## src/bisd_pkg.sv

```systemverilog
`timescale 1ns / 1ps
package bisd_pkg;

  localparam int MAX_EXTRA_ARGS = 4096;
  localparam int EXTRA_W = $clog2(MAX_EXTRA_ARGS + 1);
  localparam int ARG_W = 13;
  localparam int QDEPTH = 2;
  localparam int QPTR_W = $clog2(QDEPTH);
  localparam int QCNT_W = $clog2(QDEPTH + 1);
  localparam int CFG_AW = 3;

  localparam logic [CFG_AW-1:0] ADDR_BIG_ENDIAN   = 3'd0;
  localparam logic [CFG_AW-1:0] ADDR_STRING_COUNT = 3'd4;

  localparam logic [1:0] EV_NOP   = 2'd0;
  localparam logic [1:0] EV_ARG   = 2'd1;
  localparam logic [1:0] EV_ERROR = 2'd2;

  localparam logic [2:0] ERR_OPCODE  = 3'd0;
  localparam logic [2:0] ERR_KIND    = 3'd1;
  localparam logic [2:0] ERR_INDEX   = 3'd2;
  localparam logic [2:0] ERR_BOOLEAN = 3'd3;
  localparam logic [2:0] ERR_COUNT   = 3'd4;

  localparam logic [2:0] KIND_NONE   = 3'd0;
  localparam logic [2:0] KIND_IDENT  = 3'd1;
  localparam logic [2:0] KIND_STRING = 3'd2;
  localparam logic [2:0] KIND_INT    = 3'd3;
  localparam logic [2:0] KIND_FLOAT  = 3'd4;
  localparam logic [2:0] KIND_BOOL   = 3'd5;

  localparam logic [7:0] OP_CALL_A = 8'd23;
  localparam logic [7:0] OP_CALL_B = 8'd24;
  localparam logic [7:0] OP_CALL_C = 8'd25;
  localparam logic [7:0] OP_LAST   = 8'd35;

  typedef enum logic [3:0] {
    PH_OPCODE = 4'b0001,
    PH_KIND   = 4'b0010,
    PH_DATA   = 4'b0100,
    PH_ERROR  = 4'b1000
  } phase_t;

  typedef struct packed {
    logic       known;
    logic [2:0] nargs;
  } op_info_t;

  typedef struct packed {
    logic       clear;
    logic [7:0] data;
    logic       op_known;
    logic [2:0] op_nargs;
    logic       kind_bad;
  } q_entry_t;

  function automatic op_info_t op_class(input logic [7:0] op);
    op_info_t r;
    r.known = (op <= OP_LAST);
    if (op == 8'd0) r.nargs = 3'd0;
    else if (op == 8'd20 || op == 8'd26) r.nargs = 3'd1;
    else if ((op >= 8'd10 && op <= 8'd14) || op == 8'd21 || op == 8'd22 ||
             op == 8'd30 || op == 8'd31 || op == OP_CALL_B) r.nargs = 3'd2;
    else if (op == 8'd34 || op == OP_LAST) r.nargs = 3'd4;
    else r.nargs = 3'd3;
    return r;
  endfunction

  function automatic logic is_call(input logic [7:0] op);
    return op == OP_CALL_A || op == OP_CALL_B || op == OP_CALL_C;
  endfunction

endpackage

```

## src/bisd_if.sv

```systemverilog
`timescale 1ns / 1ps
interface bisd_in_if;
  logic       valid;
  logic       ready;
  logic [7:0] in_byte;
  logic       clear;
  modport source(output valid, in_byte, clear, input ready);
  modport sink(input valid, in_byte, clear, output ready);
endinterface

interface bisd_out_if;
  logic        valid;
  logic        ready;
  logic [1:0]  event_res;
  logic [7:0]  opcode;
  logic [12:0] arg_index;
  logic [2:0]  value_kind;
  logic [31:0] value_bits;
  logic        last_arg;
  logic [2:0]  error_code;
  modport source(output valid, event_res, opcode, arg_index, value_kind, value_bits,
                 last_arg, error_code, input ready);
  modport sink(input valid, event_res, opcode, arg_index, value_kind, value_bits,
               last_arg, error_code, output ready);
endinterface

```

## src/bisd_front.sv

```systemverilog
`timescale 1ns / 1ps
module bisd_front import bisd_pkg::*; (
  input  logic           clk,
  input  logic           rst_n,
  bisd_in_if.sink        in_if,
  output logic           q_valid,
  output q_entry_t       q_data,
  input  logic           q_pop
);

  q_entry_t              entry_r [QDEPTH];
  logic [QPTR_W-1:0]     wr_ptr_r, wr_ptr_nxt;
  logic [QPTR_W-1:0]     rd_ptr_r, rd_ptr_nxt;
  logic [QCNT_W-1:0]     cnt_r, cnt_nxt;
  logic                  push;
  op_info_t              info;
  q_entry_t              new_entry;

  assign in_if.ready = (cnt_r < QCNT_W'(QDEPTH));
  assign push        = in_if.valid && in_if.ready;
  assign q_valid     = (cnt_r != '0);
  assign q_data      = entry_r[rd_ptr_r];

  always_comb begin
    info               = op_class(in_if.in_byte);
    new_entry.clear    = in_if.clear;
    new_entry.data     = in_if.in_byte;
    new_entry.op_known = info.known;
    new_entry.op_nargs = info.nargs;
    new_entry.kind_bad = (in_if.in_byte > 8'(KIND_BOOL));
  end

  always_comb begin
    wr_ptr_nxt = push ? QPTR_W'((32'(wr_ptr_r) + 1) % QDEPTH) : wr_ptr_r;
    rd_ptr_nxt = q_pop ? QPTR_W'((32'(rd_ptr_r) + 1) % QDEPTH) : rd_ptr_r;
    cnt_nxt    = cnt_r + QCNT_W'(push) - QCNT_W'(q_pop);
  end

  always_ff @(posedge clk) begin
    if (!rst_n) begin
      wr_ptr_r <= '0;
      rd_ptr_r <= '0;
      cnt_r    <= '0;
    end else begin
      wr_ptr_r <= wr_ptr_nxt;
      rd_ptr_r <= rd_ptr_nxt;
      cnt_r    <= cnt_nxt;
    end
  end

  always_ff @(posedge clk) begin
    if (push) begin
      entry_r[wr_ptr_r] <= new_entry;
    end
  end

endmodule

```

## src/bisd_back.sv

```systemverilog
`timescale 1ns / 1ps
module bisd_back import bisd_pkg::*; (
  input  logic           clk,
  input  logic           rst_n,
  input  logic           big_endian,
  input  logic [15:0]    string_count,
  input  logic           q_valid,
  input  q_entry_t       q_data,
  output logic           q_pop,
  bisd_out_if.source     out_if
);

  phase_t              phase_r, phase_nxt;
  logic [7:0]          held_op_r, held_op_nxt;
  logic [2:0]          held_kind_r, held_kind_nxt;
  logic [1:0]          byte_pos_r, byte_pos_nxt;
  logic [31:0]         asm_r, asm_nxt;
  logic [ARG_W-1:0]    arg_pos_r, arg_pos_nxt;
  logic [2:0]          fixed_r, fixed_nxt;
  logic [EXTRA_W-1:0]  extra_r, extra_nxt;
  logic                rc_r, rc_nxt;

  logic                out_valid_r;
  logic [1:0]          ev_r;
  logic [7:0]          op_r;
  logic [ARG_W-1:0]    idx_r;
  logic [2:0]          kind_r;
  logic [31:0]         bits_r;
  logic                last_r;
  logic [2:0]          err_r;

  logic                can_go;
  logic                res_v, res_last;
  logic [1:0]          res_ev;
  logic [7:0]          res_op;
  logic [ARG_W-1:0]    res_idx;
  logic [2:0]          res_kind, res_err;
  logic [31:0]         res_bits;
  logic                fin;
  logic [2:0]          fin_kind;
  logic [31:0]         fin_bits;
  logic [31:0]         asm_new;
  logic                data_done;
  logic [2:0]          fixed_dec;
  logic [EXTRA_W-1:0]  extra_dec;

  assign can_go = !out_valid_r || out_if.ready;
  assign q_pop  = q_valid && can_go;

  always_comb begin
    phase_nxt     = phase_r;
    held_op_nxt   = held_op_r;
    held_kind_nxt = held_kind_r;
    byte_pos_nxt  = byte_pos_r;
    asm_nxt       = asm_r;
    arg_pos_nxt   = arg_pos_r;
    fixed_nxt     = fixed_r;
    extra_nxt     = extra_r;
    rc_nxt        = rc_r;
    res_v         = 1'b0;
    res_ev        = EV_ARG;
    res_op        = held_op_r;
    res_idx       = arg_pos_r;
    res_kind      = KIND_NONE;
    res_bits      = '0;
    res_last      = 1'b0;
    res_err       = ERR_OPCODE;
    fin           = 1'b0;
    fin_kind      = KIND_NONE;
    fin_bits      = '0;
    fixed_dec     = fixed_r - 3'd1;
    extra_dec     = (extra_r != '0) ? extra_r - EXTRA_W'(1) : extra_r;

    if (big_endian) asm_new = {asm_r[23:0], q_data.data};
    else asm_new = asm_r | ({24'd0, q_data.data} << {byte_pos_r, 3'b000});
    case (held_kind_r)
      KIND_IDENT, KIND_STRING: data_done = (byte_pos_r == 2'd1);
      KIND_INT, KIND_FLOAT:    data_done = (byte_pos_r == 2'd3);
      default:                 data_done = 1'b1;
    endcase

    if (q_pop) begin
      if (q_data.clear) begin
        phase_nxt     = PH_OPCODE;
        held_op_nxt   = '0;
        held_kind_nxt = '0;
        byte_pos_nxt  = '0;
        asm_nxt       = '0;
        arg_pos_nxt   = '0;
        fixed_nxt     = '0;
        extra_nxt     = '0;
        rc_nxt        = 1'b0;
      end else begin
        case (phase_r)
          PH_OPCODE: begin
            held_op_nxt = q_data.data;
            arg_pos_nxt = '0;
            rc_nxt      = 1'b0;
            extra_nxt   = '0;
            res_op      = q_data.data;
            res_idx     = '0;
            if (!q_data.op_known) begin
              res_v     = 1'b1;
              res_ev    = EV_ERROR;
              res_err   = ERR_OPCODE;
              phase_nxt = PH_ERROR;
            end else if (q_data.op_nargs == 3'd0) begin
              res_v    = 1'b1;
              res_ev   = EV_NOP;
              res_last = 1'b1;
            end else begin
              fixed_nxt = q_data.op_nargs;
              phase_nxt = PH_KIND;
            end
          end
          PH_KIND: begin
            if (q_data.kind_bad) begin
              res_v     = 1'b1;
              res_ev    = EV_ERROR;
              res_err   = ERR_KIND;
              phase_nxt = PH_ERROR;
            end else if (q_data.data == 8'd0) begin
              fin = 1'b1;
            end else begin
              held_kind_nxt = q_data.data[2:0];
              byte_pos_nxt  = '0;
              asm_nxt       = '0;
              phase_nxt     = PH_DATA;
            end
          end
          PH_DATA: begin
            asm_nxt = asm_new;
            if (!data_done) begin
              byte_pos_nxt = byte_pos_r + 2'd1;
            end else begin
              byte_pos_nxt = '0;
              if (held_kind_r == KIND_BOOL && asm_new[31:1] != '0) begin
                res_v     = 1'b1;
                res_ev    = EV_ERROR;
                res_err   = ERR_BOOLEAN;
                phase_nxt = PH_ERROR;
              end else if ((held_kind_r == KIND_IDENT || held_kind_r == KIND_STRING) &&
                           asm_new >= {16'd0, string_count}) begin
                res_v     = 1'b1;
                res_ev    = EV_ERROR;
                res_err   = ERR_INDEX;
                phase_nxt = PH_ERROR;
              end else begin
                fin      = 1'b1;
                fin_kind = held_kind_r;
                fin_bits = asm_new;
              end
            end
          end
          default: begin
          end
        endcase
      end
    end

    if (fin) begin
      res_v = 1'b1;
      if (rc_r && (fin_kind != KIND_INT || fin_bits[31] ||
                   fin_bits > 32'(MAX_EXTRA_ARGS))) begin
        res_ev    = EV_ERROR;
        res_err   = ERR_COUNT;
        phase_nxt = PH_ERROR;
      end else begin
        phase_nxt = PH_KIND;
        if (rc_r) begin
          rc_nxt    = 1'b0;
          extra_nxt = fin_bits[EXTRA_W-1:0];
          res_last  = (fin_bits[EXTRA_W-1:0] == '0);
        end else if (fixed_r != 3'd0) begin
          fixed_nxt = fixed_dec;
          if (fixed_dec == 3'd0) begin
            if (is_call(held_op_r)) rc_nxt = 1'b1;
            else res_last = 1'b1;
          end
        end else begin
          extra_nxt = extra_dec;
          res_last  = (extra_dec == '0);
        end
        res_kind    = fin_kind;
        res_bits    = fin_bits;
        arg_pos_nxt = arg_pos_r + ARG_W'(1);
        if (res_last) phase_nxt = PH_OPCODE;
      end
    end
  end

  always_ff @(posedge clk) begin
    if (!rst_n) begin
      phase_r     <= PH_OPCODE;
      held_op_r   <= '0;
      held_kind_r <= '0;
      byte_pos_r  <= '0;
      asm_r       <= '0;
      arg_pos_r   <= '0;
      fixed_r     <= '0;
      extra_r     <= '0;
      rc_r        <= 1'b0;
      out_valid_r <= 1'b0;
    end else begin
      phase_r     <= phase_nxt;
      held_op_r   <= held_op_nxt;
      held_kind_r <= held_kind_nxt;
      byte_pos_r  <= byte_pos_nxt;
      asm_r       <= asm_nxt;
      arg_pos_r   <= arg_pos_nxt;
      fixed_r     <= fixed_nxt;
      extra_r     <= extra_nxt;
      rc_r        <= rc_nxt;
      if (can_go) out_valid_r <= q_pop && res_v;
    end
  end

  always_ff @(posedge clk) begin
    if (q_pop && res_v) begin
      ev_r   <= res_ev;
      op_r   <= res_op;
      idx_r  <= res_idx;
      kind_r <= res_kind;
      bits_r <= res_bits;
      last_r <= res_last;
      err_r  <= (res_ev == EV_ERROR) ? res_err : ERR_OPCODE;
    end
  end

  assign out_if.valid      = out_valid_r;
  assign out_if.event_res  = ev_r;
  assign out_if.opcode     = op_r;
  assign out_if.arg_index  = idx_r;
  assign out_if.value_kind = kind_r;
  assign out_if.value_bits = bits_r;
  assign out_if.last_arg   = last_r;
  assign out_if.error_code = err_r;

endmodule

```

## src/bytecode_instruction_stream_decoder.sv

```systemverilog
`timescale 1ns / 1ps
// Channel   Dir  Signals                                              Transfer
// in_if     in   in_byte[7:0] clear                                   valid & ready
// out_if    out  event_res opcode arg_index value_kind value_bits     valid & ready
//                last_arg error_code
// cfg (APB) in   psel penable pwrite paddr[2:0] pwdata prdata pready  psel & penable
//
// One byte per cycle sustained while out_if is not stalled; a byte's result passes
// through a queue entry, then the output register, before it is valid.
// rst_n is synchronous, active low; big_endian resets to 1, string_count to 0.
// A stalled output holds its register; a two-entry queue absorbs the next bytes,
// then in_if.ready drops.
module bytecode_instruction_stream_decoder import bisd_pkg::*; (
  input  logic               clk,
  input  logic               rst_n,
  bisd_in_if.sink            in_if,
  bisd_out_if.source         out_if,
  input  logic               psel,
  input  logic               penable,
  input  logic               pwrite,
  input  logic [CFG_AW-1:0]  paddr,
  input  logic [31:0]        pwdata,
  output logic [31:0]        prdata,
  output logic               pready
);

  logic        big_endian_r, big_endian_nxt;
  logic [15:0] string_count_r, string_count_nxt;
  logic        cfg_wr;
  logic        q_valid, q_pop;
  q_entry_t    q_data;

  assign pready = 1'b1;
  assign cfg_wr = psel && penable && pwrite;

  always_comb begin
    big_endian_nxt   = big_endian_r;
    string_count_nxt = string_count_r;
    if (cfg_wr && paddr == ADDR_BIG_ENDIAN) big_endian_nxt = pwdata[0];
    if (cfg_wr && paddr == ADDR_STRING_COUNT) string_count_nxt = pwdata[15:0];
    case (paddr)
      ADDR_BIG_ENDIAN:   prdata = {31'd0, big_endian_r};
      ADDR_STRING_COUNT: prdata = {16'd0, string_count_r};
      default:           prdata = '0;
    endcase
  end

  always_ff @(posedge clk) begin
    if (!rst_n) begin
      big_endian_r   <= 1'b1;
      string_count_r <= '0;
    end else begin
      big_endian_r   <= big_endian_nxt;
      string_count_r <= string_count_nxt;
    end
  end

  bisd_front u_front (
    .clk     (clk),
    .rst_n   (rst_n),
    .in_if   (in_if),
    .q_valid (q_valid),
    .q_data  (q_data),
    .q_pop   (q_pop)
  );

  bisd_back u_back (
    .clk          (clk),
    .rst_n        (rst_n),
    .big_endian   (big_endian_r),
    .string_count (string_count_r),
    .q_valid      (q_valid),
    .q_data       (q_data),
    .q_pop        (q_pop),
    .out_if       (out_if)
  );

endmodule

```

## src/flat_wrapper.sv

```systemverilog
// flat-port wrapper written by rule: the top's interface ports become plain ports
module bytecode_instruction_stream_decoder_flat import bisd_pkg::*;
  (clk, rst_n, psel, penable, pwrite, paddr, pwdata, prdata, pready, in_if_valid, in_if_in_byte, in_if_clear, in_if_ready, out_if_valid, out_if_event_res, out_if_opcode, out_if_arg_index, out_if_value_kind, out_if_value_bits, out_if_last_arg, out_if_error_code, out_if_ready);
  bisd_in_if in_if_i ();
  bisd_out_if out_if_i ();
  input  logic clk;
  input  logic rst_n;
  input  logic psel;
  input  logic penable;
  input  logic pwrite;
  input  logic [CFG_AW-1:0] paddr;
  input  logic [31:0] pwdata;
  output logic [31:0] prdata;
  output logic pready;
  input wire logic [$bits(in_if_i.valid)-1:0] in_if_valid;
  input wire logic [$bits(in_if_i.in_byte)-1:0] in_if_in_byte;
  input wire logic [$bits(in_if_i.clear)-1:0] in_if_clear;
  output wire logic [$bits(in_if_i.ready)-1:0] in_if_ready;
  output wire logic [$bits(out_if_i.valid)-1:0] out_if_valid;
  output wire logic [$bits(out_if_i.event_res)-1:0] out_if_event_res;
  output wire logic [$bits(out_if_i.opcode)-1:0] out_if_opcode;
  output wire logic [$bits(out_if_i.arg_index)-1:0] out_if_arg_index;
  output wire logic [$bits(out_if_i.value_kind)-1:0] out_if_value_kind;
  output wire logic [$bits(out_if_i.value_bits)-1:0] out_if_value_bits;
  output wire logic [$bits(out_if_i.last_arg)-1:0] out_if_last_arg;
  output wire logic [$bits(out_if_i.error_code)-1:0] out_if_error_code;
  input wire logic [$bits(out_if_i.ready)-1:0] out_if_ready;
  assign in_if_i.valid = in_if_valid;
  assign in_if_i.in_byte = in_if_in_byte;
  assign in_if_i.clear = in_if_clear;
  assign in_if_ready = in_if_i.ready;
  assign out_if_valid = out_if_i.valid;
  assign out_if_event_res = out_if_i.event_res;
  assign out_if_opcode = out_if_i.opcode;
  assign out_if_arg_index = out_if_i.arg_index;
  assign out_if_value_kind = out_if_i.value_kind;
  assign out_if_value_bits = out_if_i.value_bits;
  assign out_if_last_arg = out_if_i.last_arg;
  assign out_if_error_code = out_if_i.error_code;
  assign out_if_i.ready = out_if_ready;
  bytecode_instruction_stream_decoder u_core (.clk(clk), .rst_n(rst_n), .in_if(in_if_i), .out_if(out_if_i), .psel(psel), .penable(penable), .pwrite(pwrite), .paddr(paddr), .pwdata(pwdata), .prdata(prdata), .pready(pready));
endmodule
```

## config.mk

```make
export PLATFORM = sky130hd
export DESIGN_NAME = bytecode_instruction_stream_decoder_flat
export DESIGN_NICKNAME = d
export VERILOG_FILES = /design/src/bisd_pkg.sv /design/src/bisd_if.sv /design/src/bisd_front.sv /design/src/bisd_back.sv /design/src/bytecode_instruction_stream_decoder.sv /design/src/flat_wrapper.sv
export SDC_FILE = /design/constraint.sdc
export NUM_CORES = 1
export LEC_CHECK = 0
export BUFFER_PORTS_ARGS = -buffer_cell sky130_fd_sc_hd__buf_2
export CAP_MARGIN = 30
export CORE_ASPECT_RATIO = 2
export CORE_MARGIN = 4
export CORE_UTILIZATION = 54
export CTS_BUF_LIST = sky130_fd_sc_hd__clkbuf_8
export DETAILED_ROUTE_END_ITERATION = 16
export GPL_TIMING_DRIVEN = 0
export PLACE_DENSITY_LB_ADDON = 0.3
export SLEW_MARGIN = 20
export SYNTH_ARGS = -nofsm -noshare
export SYNTH_HDL_FRONTEND = slang
export SYNTH_SLANG_ARGS = --single-unit
```

## constraint.sdc

```tcl
create_clock -name clk -period 4.5 [get_ports clk]
set_clock_uncertainty 0.05 [all_clocks]
set_input_delay 0.9 -clock clk [delete_from_list [all_inputs] [get_ports clk]]
set_output_delay 0.9 -clock clk [all_outputs]
set_load 0.02 [all_outputs]
```

## Yosys cells after proc, flatten, opt, wreduce, memory -nomap -nowiden

Memories as Yosys holds them, arrays and structs flattened. A register that Yosys moved wholly into a read port is not among the register bits.
Index checks and enable logic that the tools add are counted.

- Bits in read-only memories: 0
- Flip-flop bits (word level): 163
- Memories kept: 1
- RAM bits: 28
- Latch bits: 0
- Logic and storage cells: 256
- Bits of input ports: 51
- Output and inout bits: 97

- Multipliers: 0
- Reductions and logical operators: 46
- Equal/unequal tests: 33
- Divide/modulo/power cells: 0
- Bitwise operators: 2
- Order comparisons: 7
- Shift operators: 1
- Mux-type cells: 136
- Add/sub/neg operators: 8

Memory list:

| name | depth | bits a word | read ports | clocked after memory_dff | wr ports | line | RTL |
|---|---|---|---|---|---|---|---|
| u_core.u_front.entry_r | 2 | 14 | 1 | 1 | 1 | bisd_front.sv:11 | `q_entry_t entry_r [QDEPTH];` |

Operators by type and width:

| kind | count |
|---|---|
| $mux 32 | 10 |
| $mux 13 | 15 |
| $eq 8x5->1 const B | 10 |
| $mux 3 | 25 |
| $pmux 32 s2 | 1 |
| $mux 4 | 11 |
| $mux 1 | 43 |
| $mux 2 | 19 |
| $ge 32x16->1 | 1 |
| $gt 32x13->1 const B | 1 |
| $mux 8 | 4 |
| $or 32x32->32 | 1 |
| $pmux 16 s2 | 1 |
| $shl 8x5->32 | 1 |
| $reduce_bool 31->1 | 1 |
| $logic_not 13->1 | 2 |
| $eq 8x6->1 const B | 2 |
| $logic_not 8->1 | 2 |
| $add 13x1->13 const B | 1 |
| $logic_or 1x1->1 | 13 |
| $reduce_bool 13->1 | 1 |
| $sub 13x1->13 const B | 1 |
| $pmux 4 s3 | 1 |
| $logic_and 1x1->1 | 11 |
| 36 further kinds | 55 |

## Longest topological paths before layout

- Depth in word-level cells: 20
- Gate-level depth with buffers: 18
- Mapped depth without buffers: 14

## By module

Synthesis repeated with hierarchy kept, for this count alone.

- Cells, all modules: 1079
- Area total of the unflattened synthesis: 9938.3 µm²

Modules (own cells, without submodules):

| module | seq. area each (µm²) | times used | area each (µm²) | cells each |
|---|---|---|---|---|
| bisd_back | 3463.3 | 1 | 7526.0 | 868 |
| bisd_front | 940.9 | 1 | 1396.3 | 95 |
| bytecode_instruction_stream_decoder | 340.3 | 1 | 1016.0 | 116 |

## Worst setup path after synthesis

No wires, ideal clock.

- Path type: register -> register
- Start: reg (tool-made name)
- End: reg u_core.u_back.last_r, in the netlist u_core.u_back.out_if.last_arg (data pin)
- Data arrival time: 3.805 ns
- Cell stages (with the launch flop): 19
- Data required time: 4.192 ns
- Setup slack: 0.387 ns
- Library setup time: 0.258 ns
- Clock period less this slack: 4.113 ns
- Buffers on the path: 5
- Cell sequence: dfxtp_1 -> buf_6 -> buf_2 -> buf_1 -> mux2_2 -> a221oi_1 -> inv_1 -> ha_1 -> o211ai_1 -> a21oi_1 -> o21ai_0 -> a21oi_1 -> or2_2 -> o31ai_4 -> o21ai_2 -> buf_2 -> buf_6 -> nor2_1 -> a21oi_1

RTL lines:

| what | line | RTL |
|---|---|---|
| end signal, assigned | bisd_back.sv:225 | `last_r <= res_last;` |
| end, declared | bisd_back.sv:29 | `logic last_r;` |

==> results by group <==
Place
  • Dpl hpwl: 22330 um
  • Placed Area: approximately 11000 um2
  • Place WS: -0.9348 ns
  • # placed instances: around 1500
  • Gp weighted congestion: 0.9772
  • I/O Buffers: 114

Timing
  • Tmin final: 4.381 ns
  • Final setup fails: 0
  • Fin. max-slew vios: 0
  • Worst setup margin: between 0.1 and 0.15 ns
  • Headroom to the max-slew limit: a little over 40%
  • WHS: 0.4203 ns
  • Worst Max-Slew Pin Slew: 0.8776 ns
  • Hold Vio Cnt, Final: 0
  • Post-route clock period utilization: a little over nine tenths
  • Fmax: around 0.23 GHz

Floorplanning
  • Core Area: 18390 um2
  • Die W: 105.1 um
  • Num rows: 70
  • Die footprint: around 21000 um2
  • Die Y: 202.2 um
  • Initial Util: 55.35%
  • Boundary pin count: between 100 and 150

Yosys
  • Async set-or-reset flop fraction in the synthesized netlist: 0%
  • Avg Cell Area, Syn: 8.986 um2
  • Synth Warn #: 0
  • Area of the mapped netlist: 10180 um2
  • #FFs+latches synth: around 190
  • Gate Count Post-Synth: 1133
  • EDFF count, synth: 90
  • Adder-Cell Fraction of Synth Area: 2.925%
  • Cell variety after synth: 76
  • Top_reg_cell synth: dfxtp_1
  • Sequential fraction of the synthesis area: 46.60%
  • Largest family of logic cells by synthesized area: simple AND/OR/NAND/NOR gates
  • XOR/XNOR share of the synthesized area: 0.9463%
  • Post-synthesis mux area share: 2.974%
  • Post-synthesis compound-gate area fraction: 17.38%
  • Simple-Gate Fraction of Synth Area: approximately 23%

Worst setup path
  • CP cell instances: buf_6 -> clkbuf_4 -> buf_4 -> mux2_4 -> a22oi_2 -> inv_1 -> ha_1 -> o211ai_1 -> a21oi_1 -> o221ai_2 -> a21oi_2 -> nor2_1 -> and2_1 -> o21ai_4 -> clkbuf_4 -> buf_6 -> nor2_1 -> a21oi_1
  • Required @ worst endpoint: 4.78 ns
  • CP Max Fanout: 10
  • Slowest cell delay on critical path: 0.39 ns
  • Slowest CP cell: mux2_4
  • Setup CP Type: reg2reg
  • Critical Path Start Type: flop
  • Worst Path Arrival: ~4.7 ns
  • Crit. End Element: flop

Worst hold path
  • Hold WC Path Type: reg2reg

CTS
  • Root Driver: clkbuf_8
  • Sink Count: ~190
  • CTS buffer count: 17
  • Clock-pin slew on the worst setup and hold paths: between 0.1 and 0.15 ns
  • Hold-fix buffers, CTS: 0
  • CTS tree: done
  • Clock Path Buffers: 2
  • Htree depth: 4
  • Clk_lat worst skew: slightly below 0.5 ns

Cells and area
  • Area Overhead vs Synth: 16.57%
  • Post-route cell area: 11870 um2
  • Non-Filler Instances: 1533
  • Most frequent cells in the layout: 139 x nor2_1, 118 x buf_2, 105 x nand2_1
  • Nets@finish: 1377
  • Most common cell after layout, fill and taps aside: nor2_1
  • Layout cells sized above 1: between 10% and 20%

Detailed routing
  • DRT Pass-1 Iters: 5
  • Drt wl/cell: 19.57 um
  • Drt via density: 6.061
  • Final WL: 30000 um
  • DRC Markers: 0
  • Total number of vias: between 9000 and 10000
  • Final ANT Viol Nets: 0
  • Iteration-0 DRC Markers: roughly 650

Global routing
  • First-pass GRT wire length: 46210 um
  • Grt ovf: 0
  • Vias in the first global route: 8916
  • Largest net degree at the start of global routing: 62
  • Global Route Usage Sum: 27.65%
  • Initial antenna violation count: 0

Power
  • Leak pwr: ~4.6 nW
  • Power Total: slightly below 0.005 W
  • Worst vdd ir: between 200 and 250 uV
  • Power density cells: 413.7 nW/um2

Outcome
  • Status: finished clean

Flow run
  • Max Cap Viol: 0
==> what timing repair did <==
item	4_1_cts	5_1_grt
buffers inserted	6	13
gates resized for setup	27	17
setup endpoints to repair	73	63
pin swaps	5	5
==> worst max-delay path: cells and delay by family (launching register included) <==
kind	cells	cell delay [ns]
adder cells (fa/ha/maj)	1	0.28
buffers and inverters	6	1.14
AO/OA/AOI/OAI	7	1.48
flip-flops	1	0.35
AND/OR/NAND/NOR	3	0.49
multiplexers	1	0.39
==> path summary, 6_finish.rpt <==
kind | from | to | slack (ns) | cells past startpoint
setup / recovery | flop | u_core.u_back.out_if.last_arg | 0.12 | 18
hold / removal | u_core.string_count_r[10] | u_core.string_count_r[10] | 0.42 | 2
setup reg to reg | flop | u_core.u_back.out_if.last_arg | 0.12 | 18
hold reg to reg | u_core.string_count_r[10] | u_core.string_count_r[10] | 0.42 | 2
==> cells by family after synthesis <==
logic type / after synthesis
adders and majority gates: 24
other: 2
muxes: 28
DFF: 192
and+or+nand+nor: 479
buffers and inverters: 129
AOI/OAI and AO/OA: 268
xor gates and xnor gates: 11
==> power by group <==
group / internal (W) / switching [W]
clock network: 0.000428 / 0.000691
registers: 0.00207 / 0.0000969
logic: 0.000510 / 0.00111
total: 0.00301 / 0.00190
==> metal layers <==
metal,track usage (%),share of wire (%)
met5,0,0
met4,20.74,7.3
met2,48.78,50
met1,28.88,36
met3,4.762,5.9
==> synthesized netlist by cell type (6+ instances only) <==
| cell | count | area, um2 |
|---|---|---|
| nor2_1 | 139 | 521.8 |
| nand2_1 | 106 | 397.9 |
| dfxtp_1 | 102 | 2042 |
| a21oi_1 | 100 | 500.5 |
| edfxtp_1 | 90 | 2703 |
| nor3_1 | 57 | 285.3 |
| clkbuf_1 | 50 | 187.7 |
| inv_1 | 47 | 176.4 |
| and2_1 | 42 | 262.8 |
| o21ai_0 | 31 | 155.2 |
| ha_1 | 23 | 287.8 |
| nor4_1 | 23 | 143.9 |
| a22oi_1 | 21 | 157.7 |
| a221oi_1 | 19 | 166.4 |
| buf_4 | 19 | 142.6 |
| nand3_1 | 19 | 95.09 |
| nor2b_1 | 19 | 118.9 |
| o21ai_1 | 18 | 90.09 |
| and3_1 | 16 | 100.1 |
| mux2_2 | 14 | 157.7 |
| mux2i_1 | 13 | 130.1 |
| nand2b_1 | 13 | 81.33 |
| a31oi_1 | 10 | 62.56 |
| a211oi_1 | 9 | 67.56 |
| a211oi_2 | 7 | 87.58 |
| nor3b_1 | 7 | 52.55 |
| or3_1 | 7 | 43.79 |
| or4_1 | 7 | 52.55 |
| xnor2_1 | 7 | 61.31 |
| buf_2 | 6 | 30.03 |
==> state kept, by name (all words and copies together), names as in the netlist, 2 cells and up, named ones only <==
| name | count |
|---|---|
| u_core.u_back.out_if.arg_index | 13 |
| u_core.u_back.out_if.value_bits | 32 |
| u_core.u_back.held_kind_r | 3 |
| u_core.u_back.held_op_r | 8 |
| u_core.u_back.asm_r | 32 |
| u_core.u_back.byte_pos_r | 2 |
| u_core.u_front.entry_r | 28 |
| u_core.u_front.cnt_r | 2 |
| u_core.string_count_r | 16 |
| u_core.u_back.phase_r | 4 |
| u_core.u_back.out_if.event_res | 2 |
| u_core.u_back.fixed_r | 3 |
| u_core.u_back.out_if.error_code | 3 |
| u_core.u_back.arg_pos_r | 13 |
| u_core.u_back.out_if.opcode | 8 |
| u_core.u_back.extra_r | 13 |
| u_core.u_back.out_if.value_kind | 3 |
==> through the flow <==
| step | utilization [%] | TNS, ns |
|---|---|---|
| global placement | 60.23 | -62.15 |
| finish | 64.52 | 0 |
| global route | 64.51 | -0.05076 |
| floorplan | - | 0 |
| detailed placement | 60.52 | -50.26 |
| CTS | 63.67 | 0 |
==> final cells by class <==
| class | count | area [um2] |
|---|---|---|
| Inverter | 48 | 180.2 |
| Antenna cell | 1 | 2.502 |
| Timing Repair Buffer | 136 | 765.7 |
| Tap cell | 216 | 270.3 |
| Multi-Input combinational cell | 827 | 5070 |
| Fill cell | 1590 | 6525 |
| Buffer | 81 | 442.9 |
| Sequential cell | 192 | 4746 |
| Clock inverter | 14 | 142.6 |
| Clock buffer | 18 | 247.7 |
(Power assumes the default switching activity.)
